===== config.mk =====
export PLATFORM = sky130hd
export DESIGN_NAME = spq_seq
export DESIGN_NICKNAME = d
export VERILOG_FILES = /design/src/rtl/spq_pkg.sv /design/src/rtl/spq_seq.sv
export SDC_FILE = /design/constraint.sdc
export NUM_CORES = 1
export LEC_CHECK = 0
export BUFFER_PORTS_ARGS = -buffer_cell sky130_fd_sc_hd__buf_2
export CAP_MARGIN = 20
export CORE_AREA = 2 2 39 41
export CTS_BUF_LIST = sky130_fd_sc_hd__clkbuf_8 sky130_fd_sc_hd__clkbuf_16
export DETAILED_ROUTE_END_ITERATION = 6
export DIE_AREA = 0 0 41 43
export PLACE_DENSITY = 0.65
export SLEW_MARGIN = 20
export SYNTH_ARGS = -nofsm -noshare
export SYNTH_HDL_FRONTEND = slang
export SYNTH_SLANG_ARGS = --single-unit

===== constraint.sdc =====
create_clock -name clk_i -period 3.19 [get_ports clk_i]
set_input_delay 0.4785 -clock clk_i [delete_from_list [all_inputs] [get_ports clk_i]]
set_output_delay 0.4785 -clock clk_i [all_outputs]
set_load 0.02 [all_outputs]

===== src/rtl/spq_pkg.sv =====
// Package of the palindrome range query unit: sizes, control word types and
// the microcode table. No dependencies.
`default_nettype none

package spq_pkg;

  localparam int MAX_ELEMENTS  = 256;
  localparam int DATA_WIDTH    = 16;
  localparam int IDX_W         = 8;
  localparam int VALUE_W       = 16;
  localparam int LEN_W         = 9;
  localparam int ADDR_W        = $clog2(MAX_ELEMENTS);
  localparam int STEP_W        = 3;

  localparam logic [LEN_W-1:0] SEQ_LEN_RESET = LEN_W'(256);
  localparam logic [LEN_W-1:0] MAX_LEN       = LEN_W'(MAX_ELEMENTS);

  typedef logic [STEP_W-1:0] step_t;

  // Microprogram step addresses
  localparam step_t STEP_IDLE      = 3'd0;
  localparam step_t STEP_LOAD      = 3'd1;
  localparam step_t STEP_RANGE     = 3'd2;
  localparam step_t STEP_ISSUE     = 3'd3;
  localparam step_t STEP_COMPARE   = 3'd4;
  localparam step_t STEP_REPLY     = 3'd5;
  localparam step_t STEP_REPLY_ERR = 3'd6;

  typedef enum logic [2:0] {
    COND_ALWAYS    = 3'd0,
    COND_NO_START  = 3'd1,
    COND_IS_LOAD   = 3'd2,
    COND_RANGE_BAD = 3'd3,
    COND_PTR_MET   = 3'd4,
    COND_PAIR_STOP = 3'd5
  } cond_e;

  typedef enum logic {
    ELSE_NEXT = 1'b0,
    ELSE_STAY = 1'b1
  } else_e;

  typedef enum logic [1:0] {
    RES_NONE  = 2'd0,
    RES_MATCH = 2'd1,
    RES_ERR   = 2'd2
  } result_e;

  typedef struct packed {
    logic    take_item;
    logic    wr_load;
    logic    rd_issue;
    logic    ptr_adv;
    logic    set_match;
    logic    latch_match;
    result_e res;
    cond_e   cond;
    else_e   els;
    step_t   target;
  } ctrl_t;

  typedef struct packed {
    logic start;
    logic is_load;
    logic range_bad;
    logic ptr_met;
    logic pair_stop;
  } flags_t;

  function automatic ctrl_t ucode_rom(input step_t step);
    ctrl_t cw;
    cw = '{take_item: 1'b0, wr_load: 1'b0, rd_issue: 1'b0, ptr_adv: 1'b0,
           set_match: 1'b0, latch_match: 1'b0, res: RES_NONE,
           cond: COND_ALWAYS, els: ELSE_NEXT, target: STEP_IDLE};
    case (step)
      STEP_IDLE: begin
        cw.take_item = 1'b1;
        cw.cond      = COND_NO_START;
        cw.target    = STEP_IDLE;
      end
      STEP_LOAD: begin
        cw.wr_load = 1'b1;
        cw.cond    = COND_IS_LOAD;
        cw.target  = STEP_IDLE;
      end
      STEP_RANGE: begin
        cw.cond   = COND_RANGE_BAD;
        cw.target = STEP_REPLY_ERR;
      end
      STEP_ISSUE: begin
        cw.rd_issue  = 1'b1;
        cw.set_match = 1'b1;
        cw.cond      = COND_PTR_MET;
        cw.target    = STEP_REPLY;
      end
      STEP_COMPARE: begin
        cw.rd_issue    = 1'b1;
        cw.ptr_adv     = 1'b1;
        cw.latch_match = 1'b1;
        cw.cond        = COND_PAIR_STOP;
        cw.els         = ELSE_STAY;
        cw.target      = STEP_REPLY;
      end
      STEP_REPLY: begin
        cw.res = RES_MATCH;
      end
      STEP_REPLY_ERR: begin
        cw.res = RES_ERR;
      end
      default: begin
        cw.target = STEP_IDLE;
      end
    endcase
    return cw;
  endfunction

endpackage

`default_nettype wire


===== src/rtl/spq_seq.sv =====
// Microcode sequencer: step counter, control store lookup and jump logic.
// Depends on spq_pkg.
`default_nettype none

module spq_seq (
  input  wire logic           clk_i,
  input  wire logic           rst_ni,
  input  wire spq_pkg::flags_t flags_i,
  output spq_pkg::ctrl_t      ctrl_o,
  output logic                busy_o
);
  import spq_pkg::*;

  step_t step_q, step_d;
  ctrl_t cw;
  logic  cond_hit;

  assign cw = ucode_rom(step_q);

  always_comb begin
    case (cw.cond)
      COND_ALWAYS:    cond_hit = 1'b1;
      COND_NO_START:  cond_hit = !flags_i.start;
      COND_IS_LOAD:   cond_hit = flags_i.is_load;
      COND_RANGE_BAD: cond_hit = flags_i.range_bad;
      COND_PTR_MET:   cond_hit = flags_i.ptr_met;
      COND_PAIR_STOP: cond_hit = flags_i.pair_stop;
      default:        cond_hit = 1'b1;
    endcase
  end

  always_comb begin
    if (cond_hit) begin
      step_d = cw.target;
    end else if (cw.els == ELSE_STAY) begin
      step_d = step_q;
    end else begin
      step_d = step_q + step_t'(1);
    end
  end

  always_ff @(posedge clk_i or negedge rst_ni) begin
    if (!rst_ni) begin
      step_q <= STEP_IDLE;
    end else begin
      step_q <= step_d;
    end
  end

  assign ctrl_o = cw;
  assign busy_o = (step_q != STEP_IDLE);

endmodule

`default_nettype wire


* After elaboration in Yosys (flattened, before gate mapping)
Cells that the tools add are included.
Widths: inputs -> output; s select.
** Storage, ports and cells
- Input port bits :: 7
- Flip-flop bits (word level) :: 3
- Logic and storage cells :: 29
** Operators by class
- Muxes and demuxes :: 11
- Equality and inequality tests :: 12
- Reduce and logical (&&, ||, !) cells :: 4
- Add/sub/neg operators :: 1
** Operators by type and width (number)
- $eq 3x3->1 const B :: 5
- $pmux 3 s5 :: 1
- $eq 3x2->1 const B :: 4
- $eq 3x1->1 const B :: 2
- $mux 3 :: 2
- $pmux 3 s2 :: 1
- $mux 1 :: 5
- $pmux 1 s5 :: 1
- $pmux 2 s2 :: 1
- $add 3x1->3 const B :: 1
- $logic_not 3->1 :: 1
- $reduce_bool 3->1 :: 1
- $ne 2x1->1 const B :: 1
- $reduce_or 2->1 :: 1
- $logic_not 1->1 :: 1

* Longest topological paths before layout
- Depth after elaboration :: 5
- Depth in mapped cells :: 11
- Depth with buffers taken out :: 11

* Least setup slack after synthesis
Ideal clock, no wire load.
- Path kind :: reg-to-reg
- From :: register step_q[0]
- To :: register step_q[2]
- Cell stages (with the launch flop) :: 12
- Required time :: 3.065 ns
- Data arrival time :: 3.010 ns
- Setup slack :: 0.055 ns
- Clock period less this slack :: 3.135 ns
- Cells stage by stage :: dfrtp_1 inv_1 ha_1 nor2_1 nor2_1 inv_1 ha_1 nor2b_1 o21ai_0 o2111ai_2 a32oi_4 mux2_4
** RTL lines
- start, declared :: RTL line spq_seq.sv:14 : step_t step_q, step_d;
- start signal, assigned :: RTL line spq_seq.sv:46 : step_q <= step_d;

* Worst setup path in the final report
- From :: register step_q[0]
- To :: register step_q[2]
** On the way
- Longest elaborated chain between the ends :: 5
- Elaborated cells between the ends (all ways) :: 19
- Classes of those cells :: 1 x add/sub; 10 x eq/ne; 6 x mux; 2 x reduce/logical
** Ends and longest elaborated chain
- $eq 3x3->1, or another cell as far along :: RTL line spq_pkg.sv:75 : case (step)
- $pmux 3 s5 :: RTL line spq_pkg.sv:75
- $eq 3x3->1, or another cell as far along :: RTL line spq_seq.sv:21 : case (cw.cond)
- $pmux 1 s5 :: RTL line spq_seq.sv:21
- $ne 2x1->1 (no line) / $mux 3 (equally long branches)
Several ways; a longest one is shown, not always the timed one. The select of a mux whose other input is x is not followed.
A chain may end at the register's enable or synchronous reset.

==> results.txt <==
GRT Overall Usage = 0.130
Input/output buffers = 22
Cell variety after synth = 23
Logic pwr share = 0.767
Leakage = 0.391 nW
Min Tclk post-route = 2.85 ns
Largest net degree at the start of global routing = 11
Worst stage delay on the critical path = 0.40 ns
Max-slew violation count = 0
First-pass GRT wire length = 1490 um
Biggest regs = step_q: 3 flops
WL final = 953 um
Slowest CP cell = dfrtp_1
Vias in the first global route = 380
Pre-antenna DRT Iters = 3
N_diodes = 0
Post-CTS Resized = 0
DP HPWL = 816 um
Yosys reg bits = 3
Max frequency = 350 MHz
Site row count = 14
Biggest register = step_q
Via count = 430
Ys flop type = dfrtp_1
Fin area = 638 sq um
Post-place instance area = 593 sq um
Crit end category = register
Post-route setup slack = 0.336 ns
Unrepaired setup endpoints after global routing = false
Max clock buf depth = 2
Total negative slack = 0 ns
Pwr dens = 1260 nW/um^2
Worst-path cell chain = inv_1 -> ha_1 -> nand2_1 -> inv_1 -> nor2_1 -> ha_1 -> a21boi_1 -> a31o_4 -> mux2_4 -> a32oi_4 -> mux2_4
WL/cell = 10.0 um
Post-CTS repair timing setup buffer count = 0
Sw Share = 0.505
WP buf/inv = 2
Max-cap violations = 0
Number of flip-flops in the largest register = 3
Net Switching = 0.407 mW
Worst path arrival time = 2.95 ns
Post-route insts no fill = 95
Largest area contributor in the netlist = ha_1
Seq pwr share = 0.099
Vias per inst = 4.53
Most common cell in the synthesized netlist = inv_1
Clock transition at path regs = 0.03 ns
Final setup viols = 0
Mapped Cells = 55
Clock Latency Late Sink = 0.22 ns
Root buffer selected by CTS = clkbuf_8
Slew @ Worst Pin = 0.300 ns
Fill count = 151
Die height = 43 um
Die ar. = 1760 sq um
Remaining DRCs = 0
Placer Congestion = 0.748
Largest cells by area after synthesis = ha_1, dfrtp_1, inv_1
CTS Buf Count = 3
Post-synthesis sequential area ratio = 0.156
Synthesized area per cell = 8.76 sq um
Startpoint Class = register
Area occupied by registers = 75.1 sq um
Tot Pwr = 0.805 mW
Mapped Nets = 69
Synth warn = 0
Quantity of hold-fixing buffers added after cts = 0
Crit-path max FO = 7
Placed cell count = 91
Top Ports = 23
Fin. Hold Viols = 0
Final Skew = 0.00337 ns
Share of cells above drive strength 1 = 0.456
Min Hold Slack = 0.0515 ns
Relative slew slack = 0.798
H-tree Lvls = 1
Net count reported at finish = 94
CTS tree = built
Commonest cells post-synth = inv_1, ha_1, nand2_1
Antenna viol nets, final = 0
Post-synth top area share = 0.182
CTS Sinks = 3
Die W = 41 um
Period utilization = 0.895
Internal power = 0.398 mW
Status = finished, final reports clean
Area of the mapped netlist = 482 sq um
Core box area = 1380 sq um
Worst min-delay path class = input pin to asynchronous set/reset pin
Grt ovf = 0
Initial DRC count = 2
EDFF count, synth = 0
Delay-heaviest family, CP = multiplexers
Synth async-reset ratio = 1.00
Initial antenna violation count = 0
Clock power frac = 0.133
VDD IR max = 0.478 mV
Setup CP Type = register to register
Area Overhead vs Synth = 32.5%
Critical Path RT = 3.29 ns
Worst slack at placement = 0.333 ns
Starting Density = 0.348
Core Util, Final = 0.461
Area of the multi-input gates = 339 sq um
-- area by class of cell --
cell class,instances,area share
multi-input combinational,38,0.531
timing repair buffer,23,0.184
sequential,3,0.118
clock buffer,3,0.0647
inverter,11,0.0647
tap,16,0.0314
clock inverter,1,0.00588
-- per-layer routing --
metal / GRT usage / share of wire / vias up
met2: 0.203 / 0.51 / 16
met4: 0.100 / 0.0084 / 0
li1: - / - / 226
met5: 0 / 0 / -
met1: 0.139 / 0.41 / 186
met3: 0.0314 / 0.077 / 2
-- path summary, 6_finish.rpt --
path	startpoint	endpoint	slack, ns	cells past startpoint
max in group asynchronous	rst_ni	step_q[1]	3.03	1
min in group clk_i	step_q[1]	step_q[1]	0.62	2
min	rst_ni	step_q[2]	0.05	1
max reg2reg	step_q[0]	step_q[2]	0.34	11
min reg2reg	step_q[1]	step_q[1]	0.62	2
max	step_q[0]	step_q[2]	0.34	11
-- power groups by stage --
stage	logic [mW]	clock network (mW)	registers, mW
floorplan	0.509	0	0.0672
global placement	0.617	0	0.0806
detailed placement	0.625	0	0.0808
CTS	0.627	0.108	0.0804
global route	0.686	0.114	0.0850
finish	0.618	0.107	0.0800
-- cells by family after synthesis --
group | synth area share
XOR/XNOR | 0.0182
buffers and inverters | 0.140
multiplexers | 0.125
AO/OA/AOI/OAI | 0.179
AND/OR/NAND/NOR | 0.200
flip-flops | 0.156
adder cells (fa/ha/maj) | 0.182
-- layout by cell type (no fill, tap or decap) --
cell,instances
a32oi_4,1
nor2_1,4
buf_4,1
nand2_1,6
mux2_4,2
o21ai_0,2
nor2b_1,1
and2_2,2
nand4_1,1
a21boi_1,1
o2111ai_1,1
dfrtp_1,3
xnor2_1,1
ha_1,7
a31o_4,1
buf_2,22
inv_2,1
o2111ai_2,1
nand2b_1,1
nand3b_1,1
mux2i_1,3
clkbuf_8,3
inv_1,11
and2b_2,2
Power figures use the tool's default switching activity.
